$ cat src/rtl/jhg_pkg.sv
`timescale 1ns / 1ps
// ----------------------------------------------------------------------------
// jhg_pkg
// Shared types and codes for the Jacobi heat grid solver.
// ----------------------------------------------------------------------------
package jhg_pkg;

  // command codes
  localparam logic [1:0] FN_WRITE  = 2'd0;
  localparam logic [1:0] FN_SOURCE = 2'd1;
  localparam logic [1:0] FN_RUN    = 2'd2;
  localparam logic [1:0] FN_READ   = 2'd3;

  // result status codes
  localparam logic [1:0] STS_OK    = 2'd0;
  localparam logic [1:0] STS_RANGE = 2'd1;
  localparam logic [1:0] STS_FULL  = 2'd2;

  // register indexes
  localparam logic [1:0] REG_COLS  = 2'd0;
  localparam logic [1:0] REG_ROWS  = 2'd1;
  localparam logic [1:0] REG_LIMIT = 2'd2;
  localparam logic [1:0] REG_MAXIT = 2'd3;

  // fixed point 1.0
  localparam logic [15:0] ONE_Q15 = 16'h8000;

  typedef struct packed {
    logic [6:0]  grid_cols;
    logic [6:0]  grid_rows;
    logic [15:0] convergence_limit;
    logic [15:0] max_iterations;
  } cfg_t;

endpackage

$ cat src/rtl/jhg_engine.sv
`timescale 1ns / 1ps
// ----------------------------------------------------------------------------
// jhg_engine
// Command decode, source table and the sweep / copy / force sequencer that
// drives the current and next grid memories.
// ----------------------------------------------------------------------------
module jhg_engine #(
  parameter int MAX_COLS    = 64,
  parameter int MAX_ROWS    = 64,
  parameter int MAX_SOURCES = 8,
  localparam int AW = $clog2(MAX_ROWS * MAX_COLS)
) (
  input  logic           clk,
  input  logic           rst,
  input  jhg_pkg::cfg_t  cfg,
  input  logic           start,
  input  logic [1:0]     func,
  input  logic [5:0]     row,
  input  logic [5:0]     col,
  input  logic [15:0]    value,
  output logic           busy,
  output logic           done,
  output logic [1:0]     status,
  output logic [15:0]    read_value,
  output logic [15:0]    iterations,
  output logic [15:0]    final_error,
  output logic           a_we,
  output logic [AW-1:0]  a_waddr,
  output logic [15:0]    a_wdata,
  output logic [AW-1:0]  a_raddr,
  input  logic [15:0]    a_rdata,
  output logic           b_we,
  output logic [AW-1:0]  b_waddr,
  output logic [15:0]    b_wdata,
  output logic [AW-1:0]  b_raddr,
  input  logic [15:0]    b_rdata
);

  localparam int MAXD = (MAX_COLS > MAX_ROWS) ? MAX_COLS : MAX_ROWS;
  localparam int DW   = $clog2(MAXD + 1);
  localparam int SW   = (MAX_SOURCES > 1) ? $clog2(MAX_SOURCES) : 1;
  localparam int CW   = $clog2(MAX_SOURCES + 1);

  localparam logic [2:0] ST_IDLE  = 3'd0;
  localparam logic [2:0] ST_CHECK = 3'd1;
  localparam logic [2:0] ST_SWEEP = 3'd2;
  localparam logic [2:0] ST_COPY  = 3'd3;
  localparam logic [2:0] ST_FBASE = 3'd4;
  localparam logic [2:0] ST_FORCE = 3'd5;

  logic [2:0]    state;
  logic [2:0]    phase;
  logic [DW-1:0] r, c;
  logic [AW-1:0] idx;
  logic [17:0]   acc;
  logic [15:0]   old;
  logic [15:0]   maxerr;
  logic [15:0]   err;
  logic [15:0]   n;
  logic [CW-1:0] s_idx;
  logic [1:0]    fdr, fdc;
  logic [AW-1:0] faddr;
  logic [5:0]    src_row [MAX_SOURCES];
  logic [5:0]    src_col [MAX_SOURCES];
  logic [CW-1:0] src_cnt;
  logic          rd_pend;

  logic [DW-1:0] cols, rows;
  logic          accept, in_grid, src_ok, row_end, grid_end, last_src, src_fit;
  logic [AW-1:0] cell_addr, first_idx, fbase;
  logic [17:0]   sum;
  logic [15:0]   avg, diff;
  logic [5:0]    sr, sc;

  // clamp the grid size to the supported range
  always_comb begin
    if (cfg.grid_cols < 7'd3) cols = DW'(3);
    else if (32'(cfg.grid_cols) > MAX_COLS) cols = DW'(MAX_COLS);
    else cols = DW'(cfg.grid_cols);
    if (cfg.grid_rows < 7'd3) rows = DW'(3);
    else if (32'(cfg.grid_rows) > MAX_ROWS) rows = DW'(MAX_ROWS);
    else rows = DW'(cfg.grid_rows);
  end

  assign busy      = (state != ST_IDLE);
  assign accept    = start & ~busy;
  assign in_grid   = (32'(row) < 32'(rows)) && (32'(col) < 32'(cols));
  assign src_ok    = (row != 6'd0) && (32'(row) + 32'd2 <= 32'(rows)) &&
                     (col != 6'd0) && (32'(col) + 32'd2 <= 32'(cols));
  assign cell_addr = AW'(32'(row) * 32'(cols) + 32'(col));
  assign first_idx = AW'(32'(cols) + 32'd1);

  // interior walk bookkeeping
  assign row_end  = (32'(c) + 32'd2 == 32'(cols));
  assign grid_end = (32'(r) + 32'd2 == 32'(rows));

  // neighbor average and change
  assign sum  = acc + 18'(a_rdata);
  assign avg  = sum[17:2];
  assign diff = (avg > old) ? (avg - old) : (old - avg);

  // source block placement
  assign sr       = src_row[s_idx[SW-1:0]];
  assign sc       = src_col[s_idx[SW-1:0]];
  assign src_fit  = (sr != 6'd0) && (32'(sr) + 32'd2 <= 32'(rows)) &&
                    (sc != 6'd0) && (32'(sc) + 32'd2 <= 32'(cols));
  assign fbase    = AW'((32'(sr) - 32'd1) * 32'(cols) + 32'(sc) - 32'd1);
  assign last_src = (s_idx + CW'(1) == src_cnt);

  // memory port steering
  always_comb begin
    a_we    = 1'b0;
    a_waddr = idx;
    a_wdata = b_rdata;
    a_raddr = cell_addr;
    b_we    = 1'b0;
    b_waddr = idx;
    b_wdata = avg;
    b_raddr = idx;
    case (state)
      ST_IDLE: begin
        a_we    = accept && (func == jhg_pkg::FN_WRITE) && in_grid;
        a_waddr = cell_addr;
        a_wdata = value;
      end
      ST_SWEEP: begin
        case (phase)
          3'd0:    a_raddr = idx;
          3'd1:    a_raddr = idx - AW'(1);
          3'd2:    a_raddr = idx + AW'(1);
          3'd3:    a_raddr = idx - AW'(cols);
          default: a_raddr = idx + AW'(cols);
        endcase
        b_we = (phase == 3'd5);
      end
      ST_COPY: begin
        a_we = (phase == 3'd1);
      end
      ST_FORCE: begin
        a_we    = 1'b1;
        a_waddr = faddr;
        a_wdata = jhg_pkg::ONE_Q15;
      end
      default: ;
    endcase
  end

  assign read_value = rd_pend ? a_rdata : 16'd0;

  // source table
  always_ff @(posedge clk) begin
    if (accept && func == jhg_pkg::FN_SOURCE && src_ok && 32'(src_cnt) < MAX_SOURCES) begin
      src_row[src_cnt[SW-1:0]] <= row;
      src_col[src_cnt[SW-1:0]] <= col;
    end
  end

  // sequencer
  always_ff @(posedge clk) begin
    if (rst) begin
      state   <= ST_IDLE;
      done    <= 1'b0;
      rd_pend <= 1'b0;
      src_cnt <= '0;
    end else begin
      done    <= 1'b0;
      rd_pend <= 1'b0;
      case (state)
        ST_IDLE: begin
          if (accept) begin
            iterations  <= 16'd0;
            final_error <= 16'd0;
            status      <= jhg_pkg::STS_OK;
            case (func)
              jhg_pkg::FN_WRITE: begin
                done <= 1'b1;
                if (!in_grid) status <= jhg_pkg::STS_RANGE;
              end
              jhg_pkg::FN_SOURCE: begin
                done <= 1'b1;
                if (!src_ok) status <= jhg_pkg::STS_RANGE;
                else if (32'(src_cnt) >= MAX_SOURCES) status <= jhg_pkg::STS_FULL;
                else src_cnt <= src_cnt + CW'(1);
              end
              jhg_pkg::FN_RUN: begin
                err   <= jhg_pkg::ONE_Q15;
                n     <= 16'd0;
                state <= ST_CHECK;
              end
              default: begin
                done    <= 1'b1;
                rd_pend <= in_grid;
                if (!in_grid) status <= jhg_pkg::STS_RANGE;
              end
            endcase
          end
        end
        ST_CHECK: begin
          if (n < cfg.max_iterations && err > cfg.convergence_limit) begin
            r      <= DW'(1);
            c      <= DW'(1);
            idx    <= first_idx;
            phase  <= 3'd0;
            maxerr <= 16'd0;
            state  <= ST_SWEEP;
          end else begin
            done        <= 1'b1;
            status      <= jhg_pkg::STS_OK;
            iterations  <= n;
            final_error <= err;
            state       <= ST_IDLE;
          end
        end
        ST_SWEEP: begin
          phase <= phase + 3'd1;
          if (phase == 3'd1) begin
            old <= a_rdata;
            acc <= 18'd0;
          end else if (phase != 3'd0 && phase != 3'd5) begin
            acc <= sum;
          end
          if (phase == 3'd5) begin
            phase <= 3'd0;
            if (diff > maxerr) maxerr <= diff;
            if (row_end) begin
              c <= DW'(1);
              if (grid_end) begin
                r     <= DW'(1);
                idx   <= first_idx;
                state <= ST_COPY;
              end else begin
                r   <= r + DW'(1);
                idx <= idx + AW'(3);
              end
            end else begin
              c   <= c + DW'(1);
              idx <= idx + AW'(1);
            end
          end
        end
        ST_COPY: begin
          phase <= (phase == 3'd0) ? 3'd1 : 3'd0;
          if (phase == 3'd1) begin
            if (row_end) begin
              c <= DW'(1);
              if (grid_end) begin
                s_idx <= '0;
                if (src_cnt == '0) begin
                  n     <= n + 16'd1;
                  err   <= maxerr;
                  state <= ST_CHECK;
                end else begin
                  state <= ST_FBASE;
                end
              end else begin
                r   <= r + DW'(1);
                idx <= idx + AW'(3);
              end
            end else begin
              c   <= c + DW'(1);
              idx <= idx + AW'(1);
            end
          end
        end
        ST_FBASE: begin
          fdr   <= 2'd0;
          fdc   <= 2'd0;
          faddr <= fbase;
          if (src_fit) begin
            state <= ST_FORCE;
          end else if (last_src) begin
            n     <= n + 16'd1;
            err   <= maxerr;
            state <= ST_CHECK;
          end else begin
            s_idx <= s_idx + CW'(1);
          end
        end
        ST_FORCE: begin
          if (fdc != 2'd2) begin
            fdc   <= fdc + 2'd1;
            faddr <= faddr + AW'(1);
          end else begin
            fdc <= 2'd0;
            if (fdr != 2'd2) begin
              fdr   <= fdr + 2'd1;
              faddr <= faddr + AW'(cols) - AW'(2);
            end else if (last_src) begin
              n     <= n + 16'd1;
              err   <= maxerr;
              state <= ST_CHECK;
            end else begin
              s_idx <= s_idx + CW'(1);
              state <= ST_FBASE;
            end
          end
        end
        default: state <= ST_IDLE;
      endcase
    end
  end

`ifndef SYNTHESIS
  a_done_idle: assert property (@(posedge clk) disable iff (rst) done |-> !busy)
    else $error("result beat while busy");
  a_sweep_no_a_write: assert property (@(posedge clk) disable iff (rst)
    (state == ST_SWEEP) |-> !a_we)
    else $error("current grid written during sweep");
  a_src_count: assert property (@(posedge clk) disable iff (rst)
    32'(src_cnt) <= MAX_SOURCES)
    else $error("source count overflow");
  a_busy_start: assert property (@(posedge clk) disable iff (rst)
    $rose(busy) |-> $past(start) && ($past(func) == jhg_pkg::FN_RUN))
    else $error("busy without run command");
`endif

endmodule

$ cat config.mk
export PLATFORM = sky130hd
export DESIGN_NAME = jhg_engine
export DESIGN_NICKNAME = d
export VERILOG_FILES = /design/src/rtl/jhg_pkg.sv /design/src/rtl/jhg_engine.sv
export SDC_FILE = /design/constraint.sdc
export NUM_CORES = 1
export LEC_CHECK = 0
export BUFFER_PORTS_ARGS = -buffer_cell sky130_fd_sc_hd__buf_2
export CAP_MARGIN = 40
export CORE_UTILIZATION = 35
export CTS_CLUSTER_DIAMETER = 60
export DETAILED_ROUTE_END_ITERATION = 10
export MAX_ROUTING_LAYER = met4
export PLACE_DENSITY_LB_ADDON = 0.2
export SYNTH_ARGS = -nofsm -noshare
export SYNTH_HDL_FRONTEND = slang
export SYNTH_SLANG_ARGS = --single-unit
$ cat constraint.sdc
create_clock -name clk -period 16.3 [get_ports clk]
set_input_delay 3.26 -clock clk [delete_from_list [all_inputs] [get_ports clk]]
set_output_delay 3.26 -clock clk [all_outputs]
set_load 0.02 [all_outputs]
* Word level (Yosys, flattened, before mapping)
Memory sizes are Yosys's and may differ from the RTL's. A register that Yosys moved wholly into a read port is not among the register bits.
Index checks and enable logic that the tools add are counted.
** Cells by class
- Add/subtract/negate cells :: 30
- Equal/unequal tests :: 37
- Multiply operators :: 2
- Mux-type cells :: 115
- Bitwise logic cells :: 6
- Reduce and logical (&&, ||, !) cells :: 47
- $lt $le $gt $ge :: 16
** Operators by type and width (number)
- 16-bit 2-to-1 mux :: 28
- 16-bit one-hot mux with 2 select lines :: 4
- 16-bit one-hot mux with 4 select lines :: 2
- 12-bit 2-to-1 mux :: 10
- 7-bit 2-to-1 mux :: 14
- 3-bit 2-to-1 mux :: 18
- 16-bit greater-than comparator :: 3
- 12-bit one-hot mux with 2 select lines :: 2
- 12-bit one-hot mux with 4 select lines :: 1
- 7-bit one-hot mux with 3 select lines :: 2
- 12-bit by 7-bit adder with 12-bit output :: 3
- 2-bit inequality test (second input constant) :: 18
- 12-bit one-hot mux with 3 select lines :: 1
- 16-bit subtractor :: 2
- 6-bit by 2-bit adder with 7-bit output (second input constant) :: 4
- 7-bit less-or-equal comparator :: 4
- 4-bit 2-to-1 mux :: 7
- 12-bit by 1-bit adder with 12-bit output (second input constant) :: 2
- 6-bit nonzero test :: 4
- 12-bit by 2-bit subtractor with 12-bit output (second input constant) :: 2
- 11-bit AND reduction :: 2
- 18-bit by 16-bit adder with 18-bit output :: 1
- 18-bit 2-to-1 mux :: 1
- 3-bit one-hot mux with 6 select lines :: 1
- other kinds (52) :: 117
** Word-level totals
- Memories :: 2
- Flip-flop bits (word level) :: 174
- Logic and storage cells :: 275
- RAM bits :: 96
- Bits of input ports :: 111
** Memories
- src_col :: depth 8, bits a word 6, rd ports 1, clocked after Yosys merged registers in 1, write ports 1, RTL line jhg_engine.sv:64 : logic [5:0] src_col [MAX_SOURCES];
- src_row :: depth 8, bits a word 6, rd ports 1, clocked after Yosys merged registers in 1, write ports 1, RTL line jhg_engine.sv:63 : logic [5:0] src_row [MAX_SOURCES];

* Logic depth before layout (Yosys ltp)
- Depth after elaboration :: 11
- Mapped depth :: 29

* Worst setup path before layout
Ideal clock, no wire load.
- Path type :: input-to-output
- Start :: input cfg[45] (netlist bit)
- End :: output a_waddr[10]
- Cell stages on the path :: 17
- Path slack :: 4.901 ns
- Required time :: 13.040 ns
- Path buffers :: 3
- Arrival time :: 8.139 ns
- Cell sequence :: clkbuf_1 > clkbuf_1 > inv_1 > o2bb2ai_1 > clkbuf_1 > nand2_1 > fa_1 > fa_1 > fa_1 > inv_1 > fa_1 > ha_1 > a21boi_0 > o41ai_1 > o21ai_0 > xnor2_1 > o21ai_0
** On the way
- Longest elaborated chain between the ends :: 6
- Elaborated cells on any way between the ends :: 7
** RTL lines
- start, declared :: RTL line jhg_engine.sv:15 : input jhg_pkg::cfg_t cfg,
- 7-bit greater-than comparator :: RTL line jhg_engine.sv:78 : else if (32'(cfg.grid_cols) > MAX_COLS) cols = DW'(MAX_COLS);
- 7-bit 2-to-1 mux :: RTL line jhg_engine.sv:78
- 7-bit 2-to-1 mux (*) :: RTL line jhg_engine.sv:77 : if (cfg.grid_cols < 7'd3) cols = DW'(3);
- 6-bit by 7-bit multiplier with 12-bit output (*) :: RTL line jhg_engine.sv:90 : assign cell_addr = AW'(32'(row) * 32'(cols) + 32'(col));
- 12-bit by 6-bit adder with 12-bit output (*) :: RTL line jhg_engine.sv:90
- 12-bit one-hot mux with 2 select lines (*) :: RTL line jhg_engine.sv:120 : case (state)
- end, declared :: RTL line jhg_engine.sv:28 : output logic [AW-1:0] a_waddr,
Mark *: on every way between the ends. The rest lies on a longest branch, timed or not.

* Final worst setup path
Same ends and word-level chain as after synthesis.

==> results.ini <==
[logic_synthesis]
ys_seq_elements=273
synth_area_leaders=edfxtp_1 34%, ha_1 13%, fa_1 5.6%
postSynth.asyncResetShare=0
synth_edf_count=261
synth_top_area_frac=0.3423
synth_top_area_cell=edfxtp_1
ys_warn_count=0
yosysSeqAreaShare=0.3528
syn_inst=2310
synthFlopType=edfxtp_1
syn_avg_cell_area_sq_um=9.913
synth_nets=2729
synth.distinct_cells=93
netlist_area_sq_um=22900

[floorplan]
core_sq_um=64580
die_w_um=257.8
start_util=0.3546
rows=93
die_h_um=257.8
io_pins=245
die_area_sq_um=66450

[cells_and_area]
nNetsFinal=2936
final_area_sq_um=26230
seqCellArea_sq_um=8078
drive_gt1_frac=0.1703
utilization=0.4062
area_delta_synth_final_pct=14.56
multi_input_area_sq_um=13400
fillers=6350

[placement]
finalWeightedCongestion=0.9173
dp_hpwl_mm=51.91
post_dp_cell_area_sq_um=25020
port_buffers=244

[routing]
via_per_inst=5.257
vias=17870
remaining_drc_errors=0
drt_pass1_iterations=6
drtIter0Drc=1077
ant_nets=0
drt_wl_total_mm=66.82
routedWlPerCell_um=19.66

[setup_path]
endpoint_kind=output pin
cp-start-kind=input pin
path_class=in2out
reg2reg_slack_ns=8.52
critPathRequiredTime_ns=13.04
cp_max_fo=30
worstPathArrival_ns=8.70

[clocking]
cts_htree_levels=2
root_buffer=clkbuf_16
numCtsBuffers=37
cts_resized=0
tritoncts=done
cts_sinks=273
insertion_delay_ns=0.57
holdBufCountCts=0
cts_setup_buffers=0
cts.clk_slew.worst_paths_ns=0.05
cts_buffer_depth=3

[sta]
slew_headroom=0.4383
fmax_mhz=83.59
tns_ns=0
rsz0062_at_grt=false
hold_viol_final=0
period_minus_slack_ns=11.96
fin_worst_skew_ns=0.04068
hold_slack_ns=0.5469
slew_viol_final=0
finalSetupViolCount=0
tightest_slew_ns=0.8394
fin_crit_sh=0.7339

[power]
report.power.total_mw=3.036
p_per_area_nw_per_um2=115.7
power_frac_comb=0.434
ir_drop_uv=57.58
p_leak_nw=11.30
swShare=0.3979
p_clk_frac=0.270
internal-power_mw=1.828
p_seq_frac=0.296
power_switching_mw=1.208

[outcome]
status=finished, final reports clean

[run]
cap_violations=0

[hold_path]
holdCritPathClass=reg2reg

[global_routing]
grt-ovfl-total=0
grt_pass1_vias=17656
grt_max_degree=37
grt_pass1_wl_mm=102.4
antenna_found_initial=3
track_usage=0.2041

layer usage:
layer / track usage / wire [um] / vias up
met4: 0.05901 / 1770 / 0
met5: - / 0 / -
met3: 0.02228 / 2710 / 97
li1: - / - / 8566
met2: 0.3279 / 31660 / 441
met1: 0.2714 / 30680 / 8766
power by group through the flow:
| stage | Combinational (mW) | Sequential [mW] | Clock [mW] |
|---|---|---|---|
| 2_1_floorplan | 0.886 | 0.921 | 0 |
| 3_3_place_gp | 1.29 | 0.913 | 0 |
| 3_5_place_dp | 1.31 | 0.914 | 0 |
| 4_1_cts | 1.32 | 0.899 | 0.839 |
| 5_1_grt | 1.45 | 0.905 | 0.863 |
| 6_report | 1.32 | 0.899 | 0.821 |
placed cells by master, fill, tap and decap left out, types with 17 or more instances in the layout:
master	n
clkbuf_16	38
and3_1	20
and2_1	69
a211oi_1	22
nand2b_1	31
or3_1	24
buf_2	244
edfxtp_1	261
ha_1	244
xor2_1	74
a21o_1	39
a21oi_1	94
buf_4	42
inv_1	242
a22o_1	17
fa_1	64
nand3_1	45
nor2b_1	37
nor2_1	191
nand4_1	24
o21a_1	21
xnor2_1	84
mux4_2	23
nor3_1	39
nand2_1	174
mux2i_1	44
o21ai_0	75
area by class of cell:
cell class                      count  area share
Timing Repair Buffer              287     0.05914
Inverter                          244     0.03491
Clock buffer                       44     0.03711
Antenna cell                        1  0.00009539
Sequential cell                   273      0.3079
Tap cell                          855     0.04078
Clock inverter                     21    0.009205
Multi-Input combinational cell   1674      0.5108
final timing paths:
check | cells after the start | startpoint | endpoint
hold reg to reg | 2 | src_cnt[3]$_SDFFE_PP0P_ | src_cnt[3]$_SDFFE_PP0P_
setup reg to reg | 26 | acc[0]$_SDFFCE_PP0P_ | maxerr[1]$_SDFFCE_PN0P_
hold / removal | 2 | src_cnt[3]$_SDFFE_PP0P_ | src_cnt[3]$_SDFFE_PP0P_
setup / recovery | 18 | cfg[45] | a_waddr[10]
registers in the layout (all words and copies together), names as in the netlist, named ones only:
register,count
r,7
src_col,48
b_raddr,12
err,16
done,1
s_idx,4
src_cnt,4
phase,3
src_row,48
rd_pend,1
status,2
n,16
fdr,2
old,16
maxerr,16
final_error,16
iterations,16
state,3
fdc,2
c,7
acc,18
faddr,12
critical path, cell delays in order:
cell,delay (ns)
buf_2,0.48
and2b_1,0.25
buf_4,0.19
inv_1,0.32
nor2_1,0.11
fa_1,0.51
inv_1,0.05
fa_1,0.49
fa_1,0.56
inv_1,0.06
fa_1,0.46
ha_1,0.34
a21boi_0,0.16
o41ai_1,0.51
o21ai_0,0.21
xnor2_1,0.40
o21ai_0,0.14
buf_2,0.19
kinds of logic (layout without fill, tap and decap cells):
family,Yosys count,count (layout),synth area share
mux,84,84,0.05360
xor+xnor,160,160,0.06240
compound gates,408,408,0.1208
flops,273,273,0.3528
fa+ha+maj,309,309,0.1897
other cells,0,1,0
buf+inv,363,596,0.06666
simple gates,713,713,0.1541
synthesized netlist by cell type, types with 29 or more instances:
master / count
nor3_1: 45
edfxtp_1: 261
ha_1: 244
inv_1: 242
fa_1: 64
nor2b_1: 37
mux2i_1: 44
nand2b_1: 31
and2_1: 69
nand3_1: 45
o21ai_0: 75
clkbuf_1: 77
buf_4: 29
a21oi_1: 94
a21o_1: 39
xor2_1: 74
xnor2_1: 84
nand2_1: 174
nor2_1: 194
stage by stage:
stage / setup slack (ns) / std cells
2_1_floorplan: 4.901 / 2310
3_3_place_gp: 4.297 / 3329
3_5_place_dp: 4.335 / 3333
4_1_cts: 4.305 / 3398
5_1_grt: 4.012 / 3399
6_report: 4.337 / 3399
Note: power is estimated with default switching activity, not from simulation.
