### src/rtl/jhg_pkg.sv
`timescale 1ns / 1ps
// ----------------------------------------------------------------------------
// jhg_pkg
// Shared types and codes for the Jacobi heat grid solver.
// ----------------------------------------------------------------------------
package jhg_pkg;

  // command codes
  localparam logic [1:0] FN_WRITE  = 2'd0;
  localparam logic [1:0] FN_SOURCE = 2'd1;
  localparam logic [1:0] FN_RUN    = 2'd2;
  localparam logic [1:0] FN_READ   = 2'd3;

  // result status codes
  localparam logic [1:0] STS_OK    = 2'd0;
  localparam logic [1:0] STS_RANGE = 2'd1;
  localparam logic [1:0] STS_FULL  = 2'd2;

  // register indexes
  localparam logic [1:0] REG_COLS  = 2'd0;
  localparam logic [1:0] REG_ROWS  = 2'd1;
  localparam logic [1:0] REG_LIMIT = 2'd2;
  localparam logic [1:0] REG_MAXIT = 2'd3;

  // fixed point 1.0
  localparam logic [15:0] ONE_Q15 = 16'h8000;

  typedef struct packed {
    logic [6:0]  grid_cols;
    logic [6:0]  grid_rows;
    logic [15:0] convergence_limit;
    logic [15:0] max_iterations;
  } cfg_t;

endpackage

### src/rtl/jhg_regs.sv
`timescale 1ns / 1ps
// ----------------------------------------------------------------------------
// jhg_regs
// APB configuration registers: grid size, convergence limit, sweep limit.
// ----------------------------------------------------------------------------
module jhg_regs (
  input  logic                clk,
  input  logic                rst,
  input  logic                psel,
  input  logic                penable,
  input  logic                pwrite,
  input  logic [3:0]          paddr,
  input  logic [31:0]         pwdata,
  output logic [31:0]         prdata,
  output logic                pready,
  output jhg_pkg::cfg_t       cfg
);

  logic       wr_en;
  logic [1:0] index;

  assign pready = 1'b1;
  assign wr_en  = psel & penable & pwrite;
  assign index  = paddr[3:2];

  // register writes
  always_ff @(posedge clk) begin
    if (rst) begin
      cfg.grid_cols         <= 7'd64;
      cfg.grid_rows         <= 7'd64;
      cfg.convergence_limit <= 16'd33;
      cfg.max_iterations    <= 16'd1000;
    end else if (wr_en) begin
      case (index)
        jhg_pkg::REG_COLS:  cfg.grid_cols         <= pwdata[6:0];
        jhg_pkg::REG_ROWS:  cfg.grid_rows         <= pwdata[6:0];
        jhg_pkg::REG_LIMIT: cfg.convergence_limit <= pwdata[15:0];
        jhg_pkg::REG_MAXIT: cfg.max_iterations    <= pwdata[15:0];
        default: ;
      endcase
    end
  end

  // read back
  always_comb begin
    case (index)
      jhg_pkg::REG_COLS:  prdata = {25'd0, cfg.grid_cols};
      jhg_pkg::REG_ROWS:  prdata = {25'd0, cfg.grid_rows};
      jhg_pkg::REG_LIMIT: prdata = {16'd0, cfg.convergence_limit};
      jhg_pkg::REG_MAXIT: prdata = {16'd0, cfg.max_iterations};
      default:            prdata = 32'd0;
    endcase
  end

endmodule

### config.mk
export PLATFORM = sky130hd
export DESIGN_NAME = jhg_regs
export DESIGN_NICKNAME = d
export VERILOG_FILES = /design/src/rtl/jhg_pkg.sv /design/src/rtl/jhg_regs.sv
export SDC_FILE = /design/constraint.sdc
export NUM_CORES = 1
export LEC_CHECK = 0
export ABC_AREA = 1
export BUFFER_PORTS_ARGS = -buffer_cell sky130_fd_sc_hd__buf_4
export CORE_UTILIZATION = 45
export DETAILED_ROUTE_END_ITERATION = 10
export HOLD_SLACK_MARGIN = 0.06
export MAX_ROUTING_LAYER = met4
export PLACE_DENSITY = 0.8
export REMOVE_ABC_BUFFERS = 1
export SYNTH_ARGS = -nofsm -noshare
export SYNTH_HDL_FRONTEND = slang
export SYNTH_SLANG_ARGS = --single-unit
### constraint.sdc
create_clock -name clk -period 1.4 [get_ports clk]
set_clock_uncertainty 0.1 [all_clocks]
set_input_delay 0.21 -clock clk [delete_from_list [all_inputs] [get_ports clk]]
set_output_delay 0.21 -clock clk [all_outputs]
set_load 0.01 [all_outputs]
======== Yosys cells after proc, flatten, opt, wreduce, memory -nomap -nowiden ========
Index checks and enable logic that the tools add are counted.
operators by class
  eq/ne operators ......................... 3
  bitwise gates (word level) .............. 2
  reduce and logical (&&, ||, !) cells .... 5
  muxes and demuxes ....................... 1
operator list
  cell                                                             number
  32-bit case mux with 4 select lines                              1
  2-bit AND reduction                                              4
  2-bit == test, second input constant                             2
  1-bit AND                                                        2
  2-bit by 1-bit == test with 1-bit output, second input constant  1
  2-bit logical NOT                                                1
word-level totals
  bits in registers ....................... 46
  bits of input ports ..................... 41
  output and inout bits ................... 79
  logic and storage cells ................. 15

======== Logic depth before layout (Yosys ltp) ========
Gate-level depths: netlist of the first run.
  depth in word-level cells ............... 3
  mapped depth ............................ 7
  gate-level depth less buffers ........... 5

======== Worst setup path before layout of the first run ========
No wires, ideal clock.
  kind .................................... input -> output
  from .................................... in paddr[2]
  to ...................................... out prdata[11]
  cell stages on the path ................. 4
  required time ........................... 1.090 ns
  path buffers ............................ 1
  path slack .............................. 0.278 ns
  data arrival time ....................... 0.812 ns
  path through ............................ nand2_1 > inv_2 > buf_4 > a22o_1
on the way
  word-level cells in the longest chain between the ends .. 2
  elaborated cells between the ends (all ways) .. 5
  those cells by class .................... 3 x eq/ne; 1 x mux; 1 x reduce/logical
RTL lines
  element                                      RTL line        text
  from (decl)                                  jhg_regs.sv:12  input logic [3:0] paddr,
  2-bit == test, or another cell as far along  jhg_regs.sv:46  case (index)
  32-bit case mux with 4 select lines *        jhg_regs.sv:46
  to (decl)                                    jhg_regs.sv:14  output logic [31:0] prdata,
Mark *: on every way between the ends. The rest lies on a longest branch, timed or not. The select of a mux whose other input is x is not followed.

======== Worst setup path in the final report of the first run ========
  from .................................... in paddr[2]
  to ...................................... out prdata[3]
Same word-level chain as after synthesis.

==> summary by stage, run 1 <==
Detailed routing
For this run, design rule violations remaining after detail routing come to 0. In this run the remaining antenna-violating nets after routing total 0. For this run, the detailed router's first-pass iteration total came to 7.

In this run, the number of DRC markers left after iteration 0 of detailed routing was 129. Dividing the detail-routed via count by the number of cells gives 4.871. The final routed wirelength across all metal layers is 5989 um. The detailed-route via count is 2445.

Dividing the detail-routed wire length by the instance count gives 11.93 um.

Worst setup path
Measured in cells, the most critical reg-to-reg path has a length of 2. STA puts the critical path data arrival time at 1030 ps. The highest fanout seen on the critical path is 11. The sort of element at the end of the critical path is an output port. STA classifies the critical path startpoint as a primary input. The worst setup path is of the primary input to output port kind. At the worst endpoint, the required time is 1090 ps.

Synthesis
By instance count, the leading cell after synthesis is sky130_fd_sc_hd__nand2_1. The synthesized design contains 0 enable-type register cells. Summed over its instances, the top area cell type makes up 40.73% of the synthesized netlist area.

During synthesis, Yosys emitted a total of 0 warnings. The number of standard cells after synthesis is 337. The synthesized design contains 46 register bits. The main flop type after synthesis is sky130_fd_sc_hd__dfxtp_1. The largest area contributor in the synthesized netlist is sky130_fd_sc_hd__dfxtp_1. The post-synthesis area per instance is 6.709 um2. The share of synthesized registers carrying an async set or reset is 0%. After synthesis the cells add up to 2261 um2.

The count of distinct cell types in the synthesized netlist is 17. Sequential cells were found to cover 40.73% of the synthesized design area. After synthesis, the cell types taking the most area are sky130_fd_sc_hd__dfxtp_1 (41%), sky130_fd_sc_hd__nand2_1 (15%), sky130_fd_sc_hd__nor2_1 (13%). By count the netlist is led by sky130_fd_sc_hd__nand2_1 (89), sky130_fd_sc_hd__nor2_1 (77), sky130_fd_sc_hd__dfxtp_1 (46), sky130_fd_sc_hd__nand3_1 (46), sky130_fd_sc_hd__buf_4 (23).

Clock network
The cell chosen for the clock root is sky130_fd_sc_hd__clkbuf_8. The number of H-tree levels is 2. For the worst-skew pair, the clock arrives at the later sink with an insertion delay of 290 ps. After clock tree synthesis, the clock-pin slew on the worst setup and hold paths is 90 ps.

TritonCTS built the clock tree. The number of buffers created by CTS is 5. The maximum count of clock buffers along a single path is 2.

The TritonCTS sink count is 46.

Floorplanning
After floorplanning, the core was divided into 25 placement rows. The starting density of the core is 47.24%. The I/O pin total is 120.

The area enclosed by the die boundary is 5311 um2. In this run the vertical extent of the chip is 72.88 um. The total area inside the core boundary comes to 4786 um2. The die is 72.88 um wide.

Placed design
The half-perimeter wire length after placement is 4097 um. The congestion estimate from routability-driven global placement came to 0.8125. The instance area after placement is 3015 um2. The count of buffers from port buffering is 84. Counting tap cells, the placed design contains a total of 487 instances.

GRT
The pin count of the biggest net entering global routing is 47. The overall overflow remaining after global route is 0. The number of global-route vias before repair is 2061. The first global-routing pass estimated 9542 um of wire. The combined global-route utilization of all metal layers is 23.91%.

The initial antenna violation count is 0.

Final layout
The final instance count without filler cells is 502. Summing all multi-input logic gate instances after layout gives 1099 um2. The final standard cell area without fillers is 3184 um2. From synthesis to final layout, the design area changed by 40.84%. The largest registers in the layout are cfg: 46 flops. The largest register by flop count is cfg. For this run, the share of the core covered by cells in the final layout is 66.54%. The register with the most flip-flops in the layout has 46 of them. The final layout contains 475 nets. The share of post-route cells with drive strength above 1 is 27.13%.

Across the whole layout, storage elements account for 920.9 um2. The count of antenna diodes in the layout is 0. After filler insertion, the fill cell instance count of the layout stands at 429.

Pwr
The maximum vdd ir drop is 0.0006399 V. For this design the static power due to leakage is 0.001575 uW. In this run the power density over the cells is 829.5 nW/um2.

STA
The time the final worst path needs with I/O delays and setup is 1338 ps. The maximum achievable frequency is 747.2 MHz. The final-report max-slew violation count came to 0. Across all hold checks on the routed design, the worst slack comes to 138.1 ps. Setup repair after global routing left no endpoint under its margin. The number of hold-slack violations in the final timing report came to 0. Of the available clock period, the critical path in the final layout requires 95.60%. After routing, the total negative slack on setup checks comes to 0 ps. The number of endpoints failing setup at the final stage is 0.

Min path
The kind of path behind the tightest hold check is primary input to flip-flop. The worst hold path was traced through 5 stages.

Status
The run finished with clean final reports.

Run
The count of max-cap constraint violations is 0.
[cell families (layout without fill, tap and decap cells)]
logic type / Yosys count / count (layout) / share of synthesized area [%]
compound gates: 11 / 11 / 3.929
buf+inv: 55 / 138 / 13.61
flops: 46 / 46 / 40.73
other cells: 2 / 17 / 0.3322
simple gates: 223 / 223 / 41.39
[cell type report]
class,count,area share (%)
Clock buffer,7,2.711
Clock inverter,1,0.1572
Inverter,21,2.475
Multi-Input combinational cell,251,34.50
Sequential cell,46,28.92
Tap cell,67,2.633
Timing Repair Buffer,109,28.61
[worst paths after layout]
kind              startpoint   endpoint  slack [ps]
hold reg to reg       cfg[7]     cfg[7]         390
hold / removal    pwdata[10]    cfg[26]         140
setup reg to reg     cfg[38]    cfg[38]         680
setup / recovery    paddr[2]  prdata[3]          60
[power breakdown]
part | internal, uW | leakage [uW] | switching, uW | total [uW]
sequential | 1340 | 0.000373 | 22.7 | 1360
combinational | 208 | 0.00115 | 244 | 452
clock | 399 | 0.0000482 | 432 | 831
[stage by stage]
stage | worst slack [ps] | power, uW
finish | 61.64 | 2641
CTS | 24.93 | 2661
floorplan | -727.1 | 1590
global route | 12.31 | 2760
global placement | 36.94 | 1812
detailed placement | 26.24 | 1819
[worst max-delay path: stages]
cell                      delay [ps]
sky130_fd_sc_hd__buf_4           140
sky130_fd_sc_hd__nand2_2         110
sky130_fd_sc_hd__inv_2            70
sky130_fd_sc_hd__buf_12          140
sky130_fd_sc_hd__nand2_1          50
sky130_fd_sc_hd__nand4_1         130
sky130_fd_sc_hd__buf_4           170
[cells in the final DEF (no fill, tap or decap), types with 2 or more instances in the layout]
cell / n
sky130_fd_sc_hd__nand4_1: 7
sky130_fd_sc_hd__dfxtp_1: 46
sky130_fd_sc_hd__inv_1: 18
sky130_fd_sc_hd__nand3_1: 46
sky130_fd_sc_hd__nand2_1: 88
sky130_fd_sc_hd__a22o_1: 9
sky130_fd_sc_hd__o21ai_0: 2
sky130_fd_sc_hd__buf_12: 6
sky130_fd_sc_hd__buf_4: 96
sky130_fd_sc_hd__dlygate4sd3_1: 7
sky130_fd_sc_hd__clkbuf_8: 6
sky130_fd_sc_hd__nor2_1: 76
sky130_fd_sc_hd__nor2_4: 3
sky130_fd_sc_hd__conb_1: 17
sky130_fd_sc_hd__inv_2: 3
[per-layer routing]
| layer | wire (um) | GRT usage (%) | up-vias |
|---|---|---|---|
| met3 | 444 | 4.696 | 4 |
| li1 | - | - | 1221 |
| met1 | 2551 | 28.86 | 1109 |
| met5 | 0 | - | - |
| met2 | 2947 | 40.91 | 111 |
| met4 | 45 | 6.100 | 0 |
[timing repair]
item | CTS | global route
buffers inserted | 0 | 0
endpoints found under the setup margin | 0 | 14
resized for setup | 0 | 3
hold buffers | 7 | 0
hold endpoints to repair | 9 | 0
Note: power is estimated with default switching activity, not from simulation.
==> inputs of run 2 (changes only) <==
--- a/config.mk
+++ b/config.mk
@@ -5,14 +5,14 @@
 export SDC_FILE = /design/constraint.sdc
 export NUM_CORES = 1
 export LEC_CHECK = 0
-export ABC_AREA = 1
 export BUFFER_PORTS_ARGS = -buffer_cell sky130_fd_sc_hd__buf_4
 export CORE_UTILIZATION = 45
 export DETAILED_ROUTE_END_ITERATION = 10
 export HOLD_SLACK_MARGIN = 0.06
 export MAX_ROUTING_LAYER = met4
-export PLACE_DENSITY = 0.8
+export PLACE_DENSITY = 0.79
 export REMOVE_ABC_BUFFERS = 1
+export SLEW_MARGIN = 5
 export SYNTH_ARGS = -nofsm -noshare
 export SYNTH_HDL_FRONTEND = slang
 export SYNTH_SLANG_ARGS = --single-unit
==> constraint.sdc (replaced) <==
create_clock -name clk -period 1.38 [get_ports clk]
set_clock_uncertainty 0.1 [all_clocks]
set_input_delay 0.207 -clock clk [delete_from_list [all_inputs] [get_ports clk]]
set_output_delay 0.207 -clock clk [all_outputs]
set_load 0.01 [all_outputs]
==> summary by stage, run 2 <==
Synthesis
The count of distinct cell types in the synthesized netlist is 18. The most common cell in the synthesized netlist is sky130_fd_sc_hd__mux2i_1. The share of the Yosys chip area taken by registers is 38.66%. The biggest area contributor in the post-synthesis netlist is sky130_fd_sc_hd__dfxtp_1. For this run, asynchronously set or reset flops after synthesis account for 0%. The number of warnings printed during yosys synthesis is 0. The proportion of netlist area held by the largest area contributor is 38.66%.

The number of standard cells after synthesis is 227. In this run, synthesis inferred 0 flip-flops with an integrated enable. The post-synth design cell area is 2382 um2.

The most used flip-flop cell after synthesis is sky130_fd_sc_hd__dfxtp_1. After synthesis the netlist holds a flip-flop and latch count of 46. By area the synthesized netlist is led by sky130_fd_sc_hd__dfxtp_1 (39%), sky130_fd_sc_hd__mux2i_1 (23%), sky130_fd_sc_hd__nand2b_1 (14%).

Sorting the synthesized cells by how often they occur yields sky130_fd_sc_hd__mux2i_1 (55), sky130_fd_sc_hd__nand2b_1 (52), sky130_fd_sc_hd__dfxtp_1 (46). The post-synthesis area per instance is 10.49 um2.

Placed design
The count of buffers from port buffering is 84. The instance area after placement is 3014 um2. The half-perimeter wire length after placement is 3559 um.

The congestion estimate from routability-driven global placement came to 0.6936. The number of placed instances, taps included, is 372.

Detailed routing
The detailed router placed 1895 vias in this run. The count of nets left with antenna violations once routing finished came out at 0. Before antenna repair, the detailed router went through 4 iterations.

The violation count after the first detailed-routing iteration is 49. After detailed routing, the number of vias per cell comes to 4.702. The routed length per placed instance is 13.53 um. The final routed DRC violation total is 0. Summed over all layers, the routed wires come to 5451 um.

Final layout
The post-route netlist has 52.25% of its cells at a drive strength greater than 1. The finished cells cover 3391 um2. From synthesis to final layout, the design area changed by 42.33%. In the layout the commonest cells are sky130_fd_sc_hd__buf_4 (107), sky130_fd_sc_hd__mux2i_1 (55), sky130_fd_sc_hd__nand2b_1 (52), sky130_fd_sc_hd__dfxtp_2 (41). The largest register by flop count is cfg. At the end of the flow the core is filled with cells to 66.39%.

Once layout is complete, the cells apart from fillers number 403. The flip-flop count of the largest register, all copies and words added is 46. The largest registers in the layout are cfg: 46 flops. The most common cell after layout, fill and taps aside is sky130_fd_sc_hd__buf_4. The number of antenna diodes in the final layout is 0. The total number of nets in the final design is 373.

STA
Of the available clock period, the critical path in the final layout requires 112.6%. Adding up every negative setup slack in the final design gives -1146 ps. The final critical-path setup slack is -173.6 ps. The number of endpoints failing setup at the final stage is 7. Setup repair after global routing could not meet its margin everywhere. The final-report max-slew violation count is 0. The worst path in the final design needs a cycle of 1554 ps, including I/O delays and setup. The number of hold-slack violations in the final timing report came to 0. The maximum achievable frequency is 643.7 MHz.

Worst setup path
The critical path starts at cfg[0]. Of all nets on the critical path, the largest fanout is 2. The minimum setup slack among reg-to-reg paths is 480 ps. STA classifies the critical path endpoint as an output port.

The critical path class is flip-flop to output port. The data required time of the worst path is 1070 ps. The worst register-to-register path begins at cfg[21]. The arrival time at the worst endpoint is 1250 ps. The startpoint class of the critical path is a flip-flop.

Floorplanning
The region available for standard cell placement spans 5107 um2. The standard-cell row count is 26. The floorplan die height is 74.76 um. For this design the top-level I/O count stands at 120.

The starting density of the core is 46.64%. The floorplan step defined a die boundary enclosing 5589 um2. The width of the die is 74.76 um.

GRT
The initial antenna violation count is 0. The first global-routing pass estimated 8576 um of wire. The total overflow left after global routing is 0. The pin count of the biggest net entering global routing is 70. Global routing used 21.18% of the available tracks. The number of global-route vias before repair came to 1819.

Run
Max-cap violations in this run came to 0.

Pwr
The power consumption is 2937 uW. The leakage power of the design is 0.001666 uW. Across the VDD grid, the largest voltage drop is 0.0006012 V. The power density over cell area is 866.2 nW/um2.

Clock network
The clock tree from TritonCTS is yes. Clock-pin slew was measured on the worst setup and hold paths at 80 ps. The maximum count of clock buffers along a single path is 2. The number of buffers created by CTS is 5. CTS built an H-tree with a depth of 2.

The insertion delay to the later sink of the worst-skew pair is 300 ps. Clock tree synthesis found a total of 46 sinks. The root buffer cell chosen for the clock tree is sky130_fd_sc_hd__clkbuf_8.

Min path
The hold path startpoint is pwdata[6]. The kind of path behind the tightest hold check is primary input to flip-flop.

Status
The flow ran to the end, but the final reports show violations. The final reports fail on negative setup slack.
run 2: changes by cell type after synthesis, moves of 4 or more:
cell / delta
sky130_fd_sc_hd__nand2b_1: +52
sky130_fd_sc_hd__buf_1: -4
sky130_fd_sc_hd__inv_1: -19
sky130_fd_sc_hd__buf_4: -4
sky130_fd_sc_hd__a22o_1: -9
sky130_fd_sc_hd__nand2_1: -89
sky130_fd_sc_hd__nor2b_1: +9
sky130_fd_sc_hd__nor2_1: -60
sky130_fd_sc_hd__nand3_1: -45
sky130_fd_sc_hd__nand4_1: -7
sky130_fd_sc_hd__mux2i_1: +55
sky130_fd_sc_hd__clkbuf_1: +7
sky130_fd_sc_hd__mux4_1: +5
run 2: layout make-up:
cell class | count | area [um2]
Sequential cell | 46 | 972.2
Tap cell | 70 | 87.58
Clock buffer | 6 | 82.58
Multi-Input combinational cell | 163 | 1276
Clock inverter | 2 | 60.06
Timing Repair Buffer | 116 | 912.1
Fill cell | 430 | 1717
run 2: timing repair:
action,CTS,global route
hold endpoints to repair,1,0
hold buffers,1,0
endpoints found under the setup margin,7,14
buffers inserted,18,4
gates resized for setup,39,14
run 2: power by group:
group | total, uW | internal, uW | switching [uW]
Sequential | 1360 | 1350 | 12.1
Combinational | 351 | 188 | 163
Clock | 1230 | 772 | 457
Total | 2940 | 2310 | 632
run 2: path summary, 6_finish.rpt:
| kind | end | cells after the start |
|---|---|---|
| min reg2reg | cfg[30] | 2 |
| max | prdata[0] | 2 |
| min | cfg[22] | 3 |
| max reg2reg | cfg[21] | 3 |
run 2: cells by family after synthesis:
| family | share of synthesized area (%) |
|---|---|
| buffers and inverters | 9.611 |
| other | 0.3152 |
| and+or+nand+nor | 20.90 |
| muxes | 30.51 |
| DFF | 38.66 |
run 2: critical path, cell delays in order, from the launching register on:
cell and delay, ps:
sky130_fd_sc_hd__dfxtp_2 330, sky130_fd_sc_hd__mux4_2 480, sky130_fd_sc_hd__buf_6 140
run 2: metal layers:
metal / vias up / global-route usage, % / share of wire [%]
met5: - / - / 0
met4: 0 / 6.289 / 1.1
met3: 6 / 4.552 / 3.7
met2: 56 / 35.34 / 51
met1: 894 / 25.71 / 44
li1: 939 / - / -
run 2: metrics by stage:
stage                     hold slack (ps)  setup slack [ps]
after floorplan                     261.7            -315.5
after global placement              367.0            -84.25
after detailed placement            378.9            -80.70
after CTS                           64.20            -184.2
after global routing                71.26            -211.9
final                               70.51            -173.6
==> inputs of run 3 (changes only) <==
--- a/config.mk
+++ b/config.mk
@@ -7,6 +7,7 @@
 export LEC_CHECK = 0
 export BUFFER_PORTS_ARGS = -buffer_cell sky130_fd_sc_hd__buf_4
 export CORE_UTILIZATION = 45
+export CTS_BUF_LIST = sky130_fd_sc_hd__clkbuf_16
 export DETAILED_ROUTE_END_ITERATION = 10
 export HOLD_SLACK_MARGIN = 0.06
 export MAX_ROUTING_LAYER = met4
==> summary by stage, run 3 (synthesized netlist as in run 2, its figures left out) <==
Worst setup path
On the critical path, the stage with the largest delay is an instance of sky130_fd_sc_hd__mux4_2. The highest fanout seen on the critical path is 2. The number of buffers and inverters on the critical path is 1. The cell count along the critical path is 2.

The largest single stage delay on the critical path is 480 ps. Traced cell by cell, the critical path runs through mux4_2 > buf_6. The number of cell instances on the worst register-to-register path is 4. For the worst setup path, the data required time is 1070 ps. STA puts the critical path data arrival time at 1220 ps.

By startpoint and endpoint, the worst setup path is classified as flip-flop to output port. The dominant delay contributor by cell family on the critical path is multiplexers. Setup slack on the worst reg-to-reg path comes out at 430 ps. STA classifies the critical path startpoint as a flip-flop.

The sort of element at the end of the critical path is an output port.

GRT
The pin count of the biggest net entering global routing is 70. Global routing consumed, on the met1 layer, 26.55% of the routing resources. In this run the most used layer during global routing was met2. The total overflow left after global routing is 0. The number of global-route vias before repair is 1760. For this run, the total global-route usage over all layers was measured as 21.18%. The first global-routing pass estimated 8556 um of wire.

The met3 capacity usage during global routing is 4.150%. The initial antenna violation count came to 0. Global routing consumed, on the met2 layer, 34.93% of the routing resources.

Status
The flow ran to the end, but the final reports show violations. The checks that failed: negative setup slack.

Detailed routing
The final routed wirelength across all metal layers is 5363 um. The number of search-and-repair iterations in the first detailed-routing pass is 4. The violation count after the first detailed-routing iteration is 49. After detailed routing, the number of remaining DRC violations is 0. The number of nets with antenna violations after detailed routing is 0. After detailed routing, the number of vias per cell comes to 4.722. The routed length per placed instance is 13.58 um.

The detailed-route via count is 1865.

Floorplanning
The core region is 5107 um2. The floorplan die height is 74.76 um. The initial utilization of the core area, before any placement, comes to 46.64%. The area enclosed by the die boundary is 5589 um2.

For this design the top-level I/O count stands at 120. From left edge to right edge, the die measures 74.76 um. The floorplan has 26 rows.

Clock network
Buffers inserted during clock tree synthesis total 5. Clock tree synthesis selected as its root buffer the cell sky130_fd_sc_hd__clkbuf_16. The clock tree synthesis step divided the H-tree into 2 levels.

The TritonCTS sink count is 46. The maximum count of clock buffers along a single path is 2. The clock transition at the registers of the reported paths is 60 ps. The insertion delay to the later sink of the worst-skew pair is 280 ps. The clock tree from TritonCTS is yes.

Min path
The worst hold path depth is 3. The min-delay analysis places its worst path in the category primary input to flip-flop.

Placed design
The half-perimeter wire length after placement is 3559 um. At the end of routability-driven placement, the weighted congestion stood at 0.6936. The count of buffers from port buffering is 84. The worst slack at placement is -80.70 ps.

Pwr
The worst-case IR drop observed on VDD is 0.0004665 V. The power consumption is 3223 uW. The leakage power of the design is 0.001642 uW. The power density over cell area is 959.0 nW/um2.

Run
The count of max-cap constraint violations is 0.

STA
The number of hold-slack violations in the final timing report is 0. The ratio of final minimum period to clock period is 110.8%. The time the final worst path needs with I/O delays and setup is 1529 ps. The maximum achievable frequency is 654.0 MHz. Setup violations remaining at the end of the flow were counted as 7. The final-report max-slew violation count was 0.

Setup repair after global routing could not meet its margin everywhere. In the post-route analysis, the smallest setup slack over all paths is -149.1 ps.

Final layout
The count of antenna diodes in the layout is 0. The area added between synthesis and finish is 41.07%. The largest registers in the layout are cfg: 46 flops. After the last flow step, the layout net total stands at 365. The largest register by flop count is cfg. The share of post-route cells with drive strength above 1 is 47.69%. The number of filler cells placed in the layout is 446. The flip-flop count of the largest register, all copies and words added is 46.

The most common cell after layout, fill and taps aside is sky130_fd_sc_hd__buf_4. In the layout the commonest cells are sky130_fd_sc_hd__buf_4 (100), sky130_fd_sc_hd__mux2i_1 (55), sky130_fd_sc_hd__nand2b_1 (52), sky130_fd_sc_hd__dfxtp_2 (30).
run 3: cell types whose count changed in the layout (fill, tap and decap cells not counted), sizes merged:
cell	previous run	this run
dlygate4sd3	1	0
clkinv	0	1
buf	115	108
clkbuf	6	5
run 3: timing repair:
| action | CTS | global route |
|---|---|---|
| hold endpoints to repair | 0 | 0 |
| pin swaps | 0 | 0 |
| hold buffers | 0 | 0 |
| setup endpoints to repair | 7 | 8 |
| resized for setup | 36 | 6 |
| setup buffers | 13 | 2 |
run 3: area by class of cell:
| class | count | area, um2 | share of cell area (%) |
|---|---|---|---|
| flip-flops and latches | 46 | 958.4 | 28.52 |
| clock inverters | 3 | 63.81 | 1.899 |
| repair buffers | 108 | 849.6 | 25.28 |
| multi-input cells | 163 | 1276 | 37.97 |
| well taps | 70 | 87.58 | 2.606 |
| clock buffers | 5 | 125.1 | 3.723 |
run 3: worst paths after layout:
kind / start / endpoint
max reg2reg: cfg[3] / cfg[3]
min: pwdata[9] / cfg[9]
min reg2reg: cfg[20] / cfg[20]
max: cfg[6] / prdata[6]
run 3: metal layers:
layer	share of wire [%]	wire length, um
met1	43	2323
met2	51	2761
met3	4.2	226
met4	0.97	52
met5	0	0
run 3: report_power, final:
| group | total [uW] | switching [uW] | internal (uW) |
|---|---|---|---|
| clock network | 1520 | 489 | 1030 |
| logic | 344 | 161 | 183 |
| registers | 1360 | 12.7 | 1350 |
run 3: through the flow:
stage / hold slack, ps / instance area (um2) / TNS, ps / util [%] / cells
3_3_place_gp: 367.0 / 3014 / -371.5 / 59.02 / 372
6_report: 85.09 / 3361 / -965.9 / 65.80 / 395
5_1_grt: 96.66 / 3361 / -1149 / 65.80 / 395
2_1_floorplan: 261.7 / 2210 / -5048 / - / 209
4_1_cts: 81.41 / 3338 / -1010 / 65.36 / 393
3_5_place_dp: 378.9 / 3014 / -452.0 / 59.02 / 372
run 3: tightest hold or removal path: stages:
cell	delay, ps
sky130_fd_sc_hd__buf_4	80
sky130_fd_sc_hd__nor2_1	30
sky130_fd_sc_hd__mux2i_1	100
